[src/hw/rtl/mtes_pkg.sv]
// shared types and constants of the multi timer expiry scheduler
// depends on nothing; used by the alu, the unit, the checker and the testbench
package mtes_pkg;

  // field widths fixed by the word format
  localparam int SLOT_W = 4;
  localparam int MS_W   = 32;
  localparam int TIME_W = 48;
  localparam int DL_W   = 49;

  // input and output word widths
  localparam int IN_DATA_W  = 120;
  localparam int OUT_DATA_W = 40;

  // timeout codes
  localparam logic [MS_W-1:0] TMO_MAX  = 32'h7FFF_FFFF;
  localparam logic [MS_W-1:0] TMO_NONE = 32'hFFFF_FFFF;
  localparam logic [MS_W-1:0] TMO_DUE  = 32'h0000_0000;

  // word kinds on the output
  localparam logic KIND_REPORT = 1'b0;
  localparam logic KIND_FINAL  = 1'b1;

  // status codes
  localparam logic STATUS_OK      = 1'b0;
  localparam logic STATUS_UNARMED = 1'b1;

  // operation codes
  typedef enum logic [1:0] {
    OP_START = 2'd0,
    OP_STOP  = 2'd1,
    OP_RESET = 2'd2,
    OP_ADV   = 2'd3
  } op_e;

  // sequencer states
  typedef enum logic [6:0] {
    ST_IDLE     = 7'b0000001,
    ST_EXEC     = 7'b0000010,
    ST_SCAN     = 7'b0000100,
    ST_CHECK    = 7'b0001000,
    ST_TMO      = 7'b0010000,
    ST_FIRE_RD  = 7'b0100000,
    ST_FIRE_UPD = 7'b1000000
  } state_e;

endpackage

[src/hw/rtl/mtes_ram.sv]
// generic single write port, single read port ram with registered read
// no dependencies
module mtes_ram #(
  parameter int Width = 8,
  parameter int Depth = 16,
  localparam int AddrW = (Depth > 1) ? $clog2(Depth) : 1
) (
  input  logic                   clk_i,
  input  logic                   we_i,
  input  logic [AddrW-1:0]       waddr_i,
  input  logic [Width-1:0]       wdata_i,
  input  logic [AddrW-1:0]       raddr_i,
  output logic [Width-1:0]       rdata_o
);

  logic [Width-1:0] mem_q [Depth];

  // write port
  always_ff @(posedge clk_i) begin
    if (we_i) begin
      mem_q[waddr_i] <= wdata_i;
    end
  end

  // registered read port
  always_ff @(posedge clk_i) begin
    rdata_o <= mem_q[raddr_i];
  end

endmodule

[src/hw/rtl/mtes_alu.sv]
// shared 49-bit add / subtract unit with borrow out
// depends on mtes_pkg for the deadline width
module mtes_alu (
  input  logic [mtes_pkg::DL_W-1:0] a_i,
  input  logic [mtes_pkg::DL_W-1:0] b_i,
  input  logic                      sub_i,
  output logic [mtes_pkg::DL_W-1:0] res_o,
  output logic                      borrow_o
);

  logic [mtes_pkg::DL_W-1:0] b_op;
  logic [mtes_pkg::DL_W:0]   sum;

  // a + b, or a + ~b + 1 for a - b
  assign b_op     = sub_i ? ~b_i : b_i;
  assign sum      = {1'b0, a_i} + {1'b0, b_op} + {{mtes_pkg::DL_W{1'b0}}, sub_i};
  assign res_o    = sum[mtes_pkg::DL_W-1:0];
  assign borrow_o = sub_i & ~sum[mtes_pkg::DL_W];

endmodule

[src/hw/rtl/multi_timer_expiry_scheduler_unit.sv]
// Sequence: start, stop and reset load the final word after one full slot scan through the
// deadline ram and the shared 49-bit add/subtract unit and the due check, with a timeout step
// when a timeout has to be computed; an advance adds, for each slot that expires, the period
// fetch, the report with reload or disarm, and a full rescan.
// Throughput: one operation at a time; the next word is taken once the sequencer is idle.
// Reset: rst_ni clears the time, all armed flags and the sequencer; ram contents need none.
module multi_timer_expiry_scheduler_unit #(
  parameter int NUM_TIMERS = 16
) (
  input  logic                              clk_i,
  input  logic                              rst_ni,
  // op[1:0], slot[5:2], delay_ms[37:6], period_ms[69:38], now_ms[117:70], zero pad
  input  logic [mtes_pkg::IN_DATA_W-1:0]    s_axis_tdata,
  input  logic                              s_axis_tvalid,
  output logic                              s_axis_tready,
  // fired_slot[3:0], status[4], next_timeout[36:5], zero pad
  output logic [mtes_pkg::OUT_DATA_W-1:0]   m_axis_tdata,
  // kind[0]
  output logic [0:0]                        m_axis_tuser,
  output logic                              m_axis_tlast,
  output logic                              m_axis_tvalid,
  input  logic                              m_axis_tready
);

  localparam int IW = (NUM_TIMERS > 1) ? $clog2(NUM_TIMERS) : 1;
  localparam int CW = $clog2(NUM_TIMERS + 1);
  localparam int DW = mtes_pkg::DL_W;

  mtes_pkg::state_e state_q, state_d;

  // latched input word
  mtes_pkg::op_e                  op_q;
  logic [mtes_pkg::SLOT_W-1:0]    slot_q;
  logic [mtes_pkg::MS_W-1:0]      delay_q;
  logic [mtes_pkg::MS_W-1:0]      period_q;
  logic [mtes_pkg::TIME_W-1:0]    now_q;

  // timer state
  logic [mtes_pkg::TIME_W-1:0]    cur_q, cur_d;
  logic [NUM_TIMERS-1:0]          armed_q, armed_d;
  logic                           status_q, status_d;

  // scan state
  logic [CW-1:0]                  cnt_q, cnt_d;
  logic                           cmp_vld_q, cmp_vld_d;
  logic [IW-1:0]                  cmp_idx_q, cmp_idx_d;
  logic                           best_vld_q, best_vld_d;
  logic [IW-1:0]                  best_idx_q, best_idx_d;
  logic [DW-1:0]                  best_dl_q, best_dl_d;

  // output register
  logic                           out_vld_q;
  logic                           kind_q, status_out_q, last_q;
  logic [mtes_pkg::SLOT_W-1:0]    fired_q;
  logic [mtes_pkg::MS_W-1:0]      tmo_q;
  logic                           ld_out, ld_kind, ld_status;
  logic [mtes_pkg::SLOT_W-1:0]    ld_fired;
  logic [mtes_pkg::MS_W-1:0]      ld_tmo;
  logic                           out_free;

  // shared unit and ram ports
  logic [DW-1:0]                  alu_a, alu_b, alu_res;
  logic                           alu_sub, alu_borrow;
  logic                           dl_we, pr_we;
  logic [IW-1:0]                  dl_waddr, rd_addr;
  logic [DW-1:0]                  dl_rdata;
  logic [mtes_pkg::MS_W-1:0]      pr_rdata;
  logic [mtes_pkg::MS_W-1:0]      sat_tmo;

  logic                           in_acc;
  logic                           slot_ok;
  logic [IW-1:0]                  slot_idx;

  assign s_axis_tready = (state_q == mtes_pkg::ST_IDLE);
  assign in_acc        = s_axis_tvalid & s_axis_tready;
  assign out_free      = ~out_vld_q | m_axis_tready;
  assign slot_ok       = ({28'd0, slot_q} < 32'(NUM_TIMERS));
  assign slot_idx      = IW'(slot_q);
  assign sat_tmo       = (|alu_res[DW-1:31]) ? mtes_pkg::TMO_MAX : alu_res[31:0];

  mtes_alu u_alu (
    .a_i      (alu_a),
    .b_i      (alu_b),
    .sub_i    (alu_sub),
    .res_o    (alu_res),
    .borrow_o (alu_borrow)
  );

  mtes_ram #(.Width(DW), .Depth(NUM_TIMERS)) u_dl_ram (
    .clk_i   (clk_i),
    .we_i    (dl_we),
    .waddr_i (dl_waddr),
    .wdata_i (alu_res),
    .raddr_i (rd_addr),
    .rdata_o (dl_rdata)
  );

  mtes_ram #(.Width(mtes_pkg::MS_W), .Depth(NUM_TIMERS)) u_pr_ram (
    .clk_i   (clk_i),
    .we_i    (pr_we),
    .waddr_i (slot_idx),
    .wdata_i (period_q),
    .raddr_i (rd_addr),
    .rdata_o (pr_rdata)
  );

  // sequencer
  always_comb begin
    state_d    = state_q;
    cur_d      = cur_q;
    armed_d    = armed_q;
    status_d   = status_q;
    cnt_d      = cnt_q;
    cmp_vld_d  = 1'b0;
    cmp_idx_d  = cmp_idx_q;
    best_vld_d = best_vld_q;
    best_idx_d = best_idx_q;
    best_dl_d  = best_dl_q;
    alu_a      = {1'b0, cur_q};
    alu_b      = '0;
    alu_sub    = 1'b0;
    dl_we      = 1'b0;
    dl_waddr   = slot_idx;
    pr_we      = 1'b0;
    rd_addr    = best_idx_q;
    ld_out     = 1'b0;
    ld_kind    = mtes_pkg::KIND_FINAL;
    ld_status  = status_q;
    ld_fired   = '0;
    ld_tmo     = mtes_pkg::TMO_DUE;

    unique case (state_q)
      mtes_pkg::ST_IDLE: begin
        status_d = mtes_pkg::STATUS_OK;
        if (in_acc) begin
          state_d = mtes_pkg::ST_EXEC;
        end
      end

      // apply the operation, deadline = time + delay
      mtes_pkg::ST_EXEC: begin
        alu_b = DW'(delay_q);
        unique case (op_q)
          mtes_pkg::OP_START: begin
            if (slot_ok) begin
              dl_we             = 1'b1;
              pr_we             = 1'b1;
              armed_d[slot_idx] = 1'b1;
            end
          end
          mtes_pkg::OP_STOP: begin
            if (slot_ok) begin
              armed_d[slot_idx] = 1'b0;
            end
          end
          mtes_pkg::OP_RESET: begin
            if (slot_ok && armed_q[slot_idx]) begin
              dl_we = 1'b1;
            end else begin
              status_d = mtes_pkg::STATUS_UNARMED;
            end
          end
          mtes_pkg::OP_ADV: begin
            cur_d = now_q;
          end
          default: ;
        endcase
        cnt_d      = '0;
        best_vld_d = 1'b0;
        state_d    = mtes_pkg::ST_SCAN;
      end

      // sweep all slots for the earliest armed deadline, lower slot wins ties
      mtes_pkg::ST_SCAN: begin
        rd_addr = cnt_q[IW-1:0];
        if (cnt_q < CW'(NUM_TIMERS)) begin
          cnt_d     = cnt_q + CW'(1);
          cmp_vld_d = 1'b1;
          cmp_idx_d = cnt_q[IW-1:0];
        end
        alu_a   = dl_rdata;
        alu_b   = best_dl_q;
        alu_sub = 1'b1;
        if (cmp_vld_q && armed_q[cmp_idx_q] && (!best_vld_q || alu_borrow)) begin
          best_vld_d = 1'b1;
          best_idx_d = cmp_idx_q;
          best_dl_d  = dl_rdata;
        end
        if ((cnt_q == CW'(NUM_TIMERS)) && !cmp_vld_q) begin
          state_d = mtes_pkg::ST_CHECK;
        end
      end

      // due check: time - earliest deadline
      mtes_pkg::ST_CHECK: begin
        alu_b   = best_dl_q;
        alu_sub = 1'b1;
        if (!best_vld_q) begin
          ld_tmo = mtes_pkg::TMO_NONE;
          if (out_free) begin
            ld_out  = 1'b1;
            state_d = mtes_pkg::ST_IDLE;
          end
        end else if (!alu_borrow) begin
          if (op_q == mtes_pkg::OP_ADV) begin
            state_d = mtes_pkg::ST_FIRE_RD;
          end else if (out_free) begin
            ld_out  = 1'b1;
            state_d = mtes_pkg::ST_IDLE;
          end
        end else begin
          state_d = mtes_pkg::ST_TMO;
        end
      end

      // remaining time, saturated
      mtes_pkg::ST_TMO: begin
        alu_a   = best_dl_q;
        alu_b   = {1'b0, cur_q};
        alu_sub = 1'b1;
        ld_tmo  = sat_tmo;
        if (out_free) begin
          ld_out  = 1'b1;
          state_d = mtes_pkg::ST_IDLE;
        end
      end

      // fetch the period of the expiring slot
      mtes_pkg::ST_FIRE_RD: begin
        state_d = mtes_pkg::ST_FIRE_UPD;
      end

      // report the slot, then reload or disarm it and rescan
      mtes_pkg::ST_FIRE_UPD: begin
        alu_b     = DW'(pr_rdata);
        dl_waddr  = best_idx_q;
        ld_kind   = mtes_pkg::KIND_REPORT;
        ld_status = mtes_pkg::STATUS_OK;
        ld_fired  = mtes_pkg::SLOT_W'(best_idx_q);
        if (out_free) begin
          ld_out = 1'b1;
          if (pr_rdata != '0) begin
            dl_we = 1'b1;
          end else begin
            armed_d[best_idx_q] = 1'b0;
          end
          cnt_d      = '0;
          best_vld_d = 1'b0;
          state_d    = mtes_pkg::ST_SCAN;
        end
      end

      default: begin
        state_d = mtes_pkg::ST_IDLE;
      end
    endcase
  end

  // control registers
  always_ff @(posedge clk_i or negedge rst_ni) begin
    if (!rst_ni) begin
      state_q    <= mtes_pkg::ST_IDLE;
      cur_q      <= '0;
      armed_q    <= '0;
      status_q   <= mtes_pkg::STATUS_OK;
      cnt_q      <= '0;
      cmp_vld_q  <= 1'b0;
      best_vld_q <= 1'b0;
      out_vld_q  <= 1'b0;
    end else begin
      state_q    <= state_d;
      cur_q      <= cur_d;
      armed_q    <= armed_d;
      status_q   <= status_d;
      cnt_q      <= cnt_d;
      cmp_vld_q  <= cmp_vld_d;
      best_vld_q <= best_vld_d;
      if (ld_out) begin
        out_vld_q <= 1'b1;
      end else if (m_axis_tready) begin
        out_vld_q <= 1'b0;
      end
    end
  end

  // payload registers
  always_ff @(posedge clk_i) begin
    if (in_acc) begin
      op_q     <= mtes_pkg::op_e'(s_axis_tdata[1:0]);
      slot_q   <= s_axis_tdata[5:2];
      delay_q  <= s_axis_tdata[37:6];
      period_q <= s_axis_tdata[69:38];
      now_q    <= s_axis_tdata[117:70];
    end
    cmp_idx_q  <= cmp_idx_d;
    best_idx_q <= best_idx_d;
    best_dl_q  <= best_dl_d;
    if (ld_out) begin
      kind_q       <= ld_kind;
      fired_q      <= ld_fired;
      status_out_q <= ld_status;
      tmo_q        <= ld_tmo;
      last_q       <= ld_kind;
    end
  end

  assign m_axis_tvalid   = out_vld_q;
  assign m_axis_tdata    = {3'b000, tmo_q, status_out_q, fired_q};
  assign m_axis_tuser[0] = kind_q;
  assign m_axis_tlast    = last_q;

endmodule

[config.mk]
export PLATFORM = sky130hd
export DESIGN_NAME = multi_timer_expiry_scheduler_unit
export DESIGN_NICKNAME = d
export VERILOG_FILES = /design/src/hw/rtl/mtes_pkg.sv /design/src/hw/rtl/mtes_ram.sv /design/src/hw/rtl/mtes_alu.sv /design/src/hw/rtl/multi_timer_expiry_scheduler_unit.sv
export SDC_FILE = /design/constraint.sdc
export NUM_CORES = 2
export LEC_CHECK = 0
export ABC_AREA = 1
export BUFFER_PORTS_ARGS = -buffer_cell sky130_fd_sc_hd__buf_2
export CAP_MARGIN = 0
export CORE_MARGIN = 3
export CORE_UTILIZATION = 45
export CTS_BUF_LIST = sky130_fd_sc_hd__clkbuf_4 sky130_fd_sc_hd__clkbuf_8 sky130_fd_sc_hd__clkbuf_16
export DETAILED_ROUTE_END_ITERATION = 7
export GPL_ROUTABILITY_DRIVEN = 0
export SLEW_MARGIN = 20
export SYNTH_ARGS = -nofsm -noshare
export SYNTH_HDL_FRONTEND = slang
export SYNTH_SLANG_ARGS = --single-unit
[constraint.sdc]
create_clock -name clk_i -period 8.87 [get_ports clk_i]
set_input_delay 1.3305 -clock clk_i [delete_from_list [all_inputs] [get_ports clk_i]]
set_output_delay 1.3305 -clock clk_i [all_outputs]
set_load 0.01 [all_outputs]
Word-level counts from Yosys, hierarchy flattened
Memory sizes are Yosys's and may differ from the RTL's. A register that Yosys moved wholly into a read port is not among the register bits. Index checks and enable logic that the tools add are counted.

Multiplexer cells: 59. Multiply operators: 0. Reduce and logical (&&, ||, !) cells: 26. $add $sub $neg: 3. Eq/ne operators: 20. Bitwise operators: 11. Magnitude comparators: 6. Shift operators: 0. Div/mod/pow operators: 0.

Operator list (count): $pmux W49 S4 (1); $pmux W49 S2 (1); $mux W32 (2); $pmux W16 S2 (2); $pmux W32 S2 (1); $add A49 B49 Y50 (1); $add A50 B1 Y50 (1); $mux W49 (1); $mux W7 (7); $not A49 Y49 (1); $pmux W7 S7 (1); $and A16 B16 Y16 (2); $mux W16 (2); $not A16 Y16 (2); $reduce_bool A32 Y1 (1); $mux W1 (27); $reduce_or A18 Y1 (1); $or A16 B16 Y16 (1); $lt A4 B5 Y1 const B (3); $pmux W5 S3 (1); $ne A2 B2 Y1 const B (7); $reduce_and A3 Y1 (4); $mux W5 (2); $bmux W1 S4 (2); 32 further kinds (51).

Bits in read-only memories: 0. Logic and storage cells: 147. Bits of input ports: 124. Bits in registers: 293. Bits in writable memories: 1296. Latch bits: 0. Memories: 2.

Memory list: u_dl_ram.mem_q (depth 16, width 49, rd ports 1, clocked after memory_dff 1, wr ports 1, RTL line mtes_ram.sv:16) `logic [Width-1:0] mem_q [Depth];`; u_pr_ram.mem_q (depth 16, width 32, rd ports 1, clocked after memory_dff 1, wr ports 1, RTL line mtes_ram.sv:16).

Logic depth before layout (Yosys ltp)
Depth after elaboration: 13. Mapped depth: 32. Depth with buffers taken out: 31.

Hierarchy
From an unflattened synthesis, not the netlist that was laid out.

Cell total of the unflattened synthesis: 7590. Area, all modules: 75556.2 µm².

Modules (own cells, without submodules): mtes_ram at u_dl_ram (cells an instance 3231, area an instance 34707.0 µm², seq. area each 24523.5 µm², instances 1); mtes_ram at u_pr_ram (cells an instance 2120, area an instance 22730.6 µm², seq. area each 16015.4 µm², instances 1); multi_timer_expiry_scheduler_unit (cells an instance 1300, area an instance 13351.6 µm², seq. area each 8399.3 µm², instances 1); mtes_alu (cells an instance 939, area an instance 4767.1 µm², seq. area each 0.0 µm², instances 1).

Worst setup path before layout
Ideal clock, no wire load.

Path type: reg2reg. Start point: register state_q[0]. End point: register best_dl_q[0] (enable). Cell stages (with the launch flop): 20. Clock period less this slack: 7820 ps. Slack: 1050 ps. Arrival time: 7268 ps. Buffers on the path: 3. Path through: dfstp_2 inv_2 nand2_2 nor2_4 nand2_2 clkbuf_1 clkbuf_1 clkbuf_1 o21ai_0 a31o_2 ha_1 a21oi_1 o21ai_0 a21oi_1 o21ai_0 a21oi_1 nand2_2 nand2_1 nand2_1 a221oi_1.

Cells in the longest elaborated chain, start to end: 12.

RTL lines: start, declared (RTL line multi_timer_expiry_scheduler_unit.sv:29) `mtes_pkg::state_e state_q, state_d;`; start signal, assigned (RTL line multi_timer_expiry_scheduler_unit.sv:262) `state_q <= mtes_pkg::ST_IDLE;`; start signal, assigned (RTL line multi_timer_expiry_scheduler_unit.sv:271) `state_q <= state_d;`; $eq A7 B4 Y1 or $eq A7 B3 Y1 (tied branches) (RTL line multi_timer_expiry_scheduler_unit.sv:132) `unique case (state_q)`; $reduce_or A2 Y1 (no source line); $pmux W49 S4 (RTL line multi_timer_expiry_scheduler_unit.sv:132); $not A49 Y49 (RTL line mtes_alu.sv:15) `assign b_op = sub_i ? ~b_i : b_i;`; $mux W49 (RTL line mtes_alu.sv:15); $add A49 B49 Y50 (RTL line mtes_alu.sv:16) `assign sum = {1'b0, a_i} + {1'b0, b_op} + {{mtes_pkg::DL_W{1'b0}}, sub_i};`; $add A50 B1 Y50 (RTL line mtes_alu.sv:16); $not A1 Y1 (RTL line mtes_alu.sv:18) `assign borrow_o = sub_i & ~sum[mtes_pkg::DL_W];`; $and A1 B1 Y1 (RTL line mtes_alu.sv:18); $logic_or A1 B1 Y1 (RTL line multi_timer_expiry_scheduler_unit.sv:184) `if (cmp_vld_q && armed_q[cmp_idx_q] && (!best_vld_q || alu_borrow)) begin`; $logic_and A1 B1 Y1 (RTL line multi_timer_expiry_scheduler_unit.sv:184); $reduce_and A2 Y1 (no source line) *; end signal, assigned (RTL line multi_timer_expiry_scheduler_unit.sv:297) `best_dl_q <= best_dl_d;`; end, declared (RTL line multi_timer_expiry_scheduler_unit.sv:49) `logic [DW-1:0] best_dl_q, best_dl_d;`.

Mark *: on every way between the ends. The rest lies on a longest branch, timed or not. A chain may end at the register's enable or synchronous reset.

Worst setup path in the final report
Start point: register state_q[3]. End point: register tmo_q[6] (netlist name) (data pin).

Cells in the longest elaborated chain, start to end: 10.

RTL lines: $eq A7 B4 Y1 or $eq A7 B3 Y1 (tied branches) (RTL line multi_timer_expiry_scheduler_unit.sv:132); $reduce_or A2 Y1 (no source line); $pmux W49 S4 (RTL line multi_timer_expiry_scheduler_unit.sv:132); $not A49 Y49 (RTL line mtes_alu.sv:15); $mux W49 (RTL line mtes_alu.sv:15); $add A49 B49 Y50 (RTL line mtes_alu.sv:16); $add A50 B1 Y50 * (RTL line mtes_alu.sv:16); named net alu_res[33] (RTL line multi_timer_expiry_scheduler_unit.sv:62) `logic [DW-1:0] alu_a, alu_b, alu_res;`; $reduce_or A18 Y1 * (RTL line multi_timer_expiry_scheduler_unit.sv:79) `assign sat_tmo = (|alu_res[DW-1:31]) ? mtes_pkg::TMO_MAX : alu_res[31:0];`; $mux W32 * (RTL line multi_timer_expiry_scheduler_unit.sv:79); $pmux W32 S2 * (RTL line multi_timer_expiry_scheduler_unit.sv:132); named net ld_tmo (one bit) (RTL line multi_timer_expiry_scheduler_unit.sv:58) `logic [mtes_pkg::MS_W-1:0] ld_tmo;`; end signal, assigned (RTL line multi_timer_expiry_scheduler_unit.sv:302) `tmo_q <= ld_tmo;`; end, declared (RTL line multi_timer_expiry_scheduler_unit.sv:55) `logic [mtes_pkg::MS_W-1:0] tmo_q;`.

Mark *: on every way through the listed nets, which the timed path passes. The rest lies on a longest branch.

==> flow_summary.ini <==
[flow_run]
maxCapViolCount = 0

[critical_path]
path_class = flip-flop to flip-flop
worst-path-max-fanout = 39
crit_path_end = tmo_q[6]$_DFFE_PP_
endpoint_kind = flip-flop
cp-startpoint = state_q[3]$_DFFE_PN0P_
cpPeakStageDelay_ns = 0.88
startpoint_type = flip-flop
slowest_stage = clkinv_1
reg2reg_depth = 25
timing.rr.end = tmo_q[6]$_DFFE_PP_
required_ns = 9.41
crit_arrival_ns = 7.44
timing.rr.start = state_q[3]$_DFFE_PN0P_
rrSetupSlack_ns = 1.97

[timing]
max_freq_mhz = 144.9
rsz0062_at_grt = no
setup_viol = 0
maxSlewViolCount = 0
skew_ns = 0.05517
slew_headroom_pct = 18.15
worst_pin_slew_ns = 1.224
finalCritPeriodShare_pct = 77.79
hold_violations = 0
period_needed_ns = 6.900
finalSetupTns_ns = 0

[clock_tree]
clk_latency_ns = 0.83
cts_setup_buffers = 0
clockBufferDepth = 3
cts_num_sinks = 1670
root_buffer = clkbuf_16
cts_tree = built
post_cts_resized = 0
path_clk_slew_ns = 0.06
htreeDepth = 4
cts-hold-fix-buffers = 0
cts_buffers = 169

[yosys]
syn_area_per_cell_um2 = 12.32
synth_flop_cell = edfxtp_1
netlist_instances = 5562
synth_top_cell_by_area = edfxtp_1
synth_seq_cells = 1670
synthesis.yosys.warnings = 0
synth_area_leaders = edfxtp_1 66%, o21ai_0 5.6%, nor2_1 4.8%, nand2_1 3.1%, o221ai_1 3.0%
synthArstFlopShare_pct = 4.790
synthTopCellsByCount = 1509 x edfxtp_1, 874 x nor2_1, 767 x o21ai_0, 574 x nand2_1, 299 x clkbuf_1
synth_edf_count = 1509
yosysMostFrequentCell = edfxtp_1
yosysUniqueCellTypes = 57
synth_area_um2 = 68530
synth_top_cell_area_share_pct = 66.12
ys_seq_area_share_pct = 71.41

[floorplanning]
dieWidth_um = 396.2
start_util_pct = 45.54
num_rows = 142
fp.dieH_um = 396.2
die_area_um2 = 157000
ioPinCount = 168
coreArea_um2 = 150500

[drt]
antenna_left = 0
via_per_inst = 5.906
vias = 46160
drt_iter0_drc = 5317
drtPass1Iterations = 8
wl_per_cell_um = 25.39
drc = 0
routed_wl_mm = 198.4

[global_routing]
grt_pass1_vias = 43930
track_usage_pct = 24.88
grt_start_max_net_pins = 192
antenna_found_initial = 8
overflow = 0
grt_pass1_wl_mm = 290.7

[final_layout]
drive_above_1_share_pct = 12.27
finalNetCount = 5828
final_area_um2 = 77820
area_growth_pct = 13.56

[power]
irDropWorstVdd_uv = 193.4
pwr_density_cell_nw_per_um2 = 310.3
leakagePower_nw = 26.77

[outcome]
status = finished clean

[placed_design]
dp_hpwl_mm = 112.7
portBuffers = 162
dpl_cell_area_um2 = 71640

[min_path]
hp-class = input port to asynchronous set/reset pin
cell type report:
class	count	area [µm²]
diodes	4	10.01
clock buffers	226	4775
clock inverters	88	1355
fillers	12810	72670
well taps	2016	2522
flip-flops and latches	1670	48940
inverters	258	993.5
multi-input cells	3305	17670
repair buffers	249	1562
routing by layer:
metal  track usage [%]  up-vias  routed length (µm)
li1                  -    20610                   -
met1             36.17    22950               84240
met2             37.48     2221               88330
met3             5.114      376               19500
met4             8.267        2                6354
met5                 0        -                   8
worst min path at each step:
stage / slack (ns) / start / cells past startpoint / endpoint
5_1_grt: 0.40 / rst_ni / 1 / asynchronous set/reset pin
2_1_floorplan: 0.41 / u_dl_ram.rdata_o[0]$_DFF_P_ / 0 / best_dl_q[0]$_DFFE_PP_
3_5_place_dp: 0.42 / u_dl_ram.rdata_o[35]$_DFF_P_ / 0 / best_dl_q[35]$_DFFE_PP_
3_3_place_gp: 0.42 / u_dl_ram.rdata_o[35]$_DFF_P_ / 0 / best_dl_q[35]$_DFFE_PP_
6_report: 0.43 / rst_ni / 1 / asynchronous set/reset pin
4_1_cts: 0.38 / rst_ni / 1 / cmp_vld_q$_DFF_PN0_
worst max-delay path, delay by kind of cell, from the launching register on:
| kind | cells | cell delay [ns] |
|---|---|---|
| flip-flops | 1 | 0.40 |
| AND/OR/NAND/NOR | 16 | 3.51 |
| adder cells (fa/ha/maj) | 1 | 0.39 |
| buffers and inverters | 2 | 0.95 |
| AO/OA/AOI/OAI | 6 | 1.31 |
logic make-up (layout without fill, tap and decap cells):
kind of cell / count (synthesis) / count (layout) / synth area share (%)
AO/OA/AOI/OAI: 1478 / 1478 / 13.03
XOR/XNOR: 41 / 41 / 0.5240
adder cells (fa/ha/maj): 51 / 51 / 0.9421
buffers and inverters: 589 / 821 / 3.343
flip-flops: 1670 / 1670 / 71.41
multiplexers: 25 / 25 / 0.4108
other: 1 / 7 / 0.005472
AND/OR/NAND/NOR: 1707 / 1707 / 10.33
flip-flops by register name (all words and copies together) (netlist names), 5 cells and up, named ones only:
name              count
u_pr_ram.rdata_o     32
cnt_q                 5
delay_q              32
cur_q                48
period_q             32
u_dl_ram.rdata_o     49
state_q               7
tmo_q                32
now_q                48
u_pr_ram.mem_q      512
best_dl_q            49
u_dl_ram.mem_q      784
through the flow:
stage                     utilization [%]  power, mW  std cells  setup WS [ns]  hold WS [ns]
final                               51.71      24.15       7816          1.970        0.4279
after CTS                           51.68      24.15       7811          2.026        0.3815
after global placement              47.59      16.46       7497          2.085        0.4232
after floorplan                         -      14.07       5564          1.050        0.4086
after detailed placement            47.61      16.56       7497          2.052        0.4244
after global routing                51.71      25.09       7812          1.412        0.4021
cell usage in the layout (no fill, tap or decap), drive strengths merged, types with 3 or more instances in the layout:
cell type	instances
a21o	7
a21oi	148
a221oi	13
a22oi	11
a31o	10
a32o	5
buf	249
bufinv	23
clkbuf	226
clkinv	61
clkinvlp	5
conb	3
dfrtp	79
dfxtp	81
diode	4
edfxtp	1509
ha	50
inv	257
mux2	25
nand2	604
nand3	174
nand3b	4
nand4	17
nor2	883
nor3	12
nor4	11
o211ai	122
o21ai	807
o21bai	5
o221ai	235
o22ai	103
o311ai	5
xnor2	12
xor2	29
where the power goes:
group          switching (mW)  leakage (nW)  internal (mW)
sequential              0.544          15.4           10.6
combinational            4.25          8.38           1.14
clock                    3.11          3.01           4.51
total                    7.90          26.8           16.2
Power figures use the tool's default switching activity.
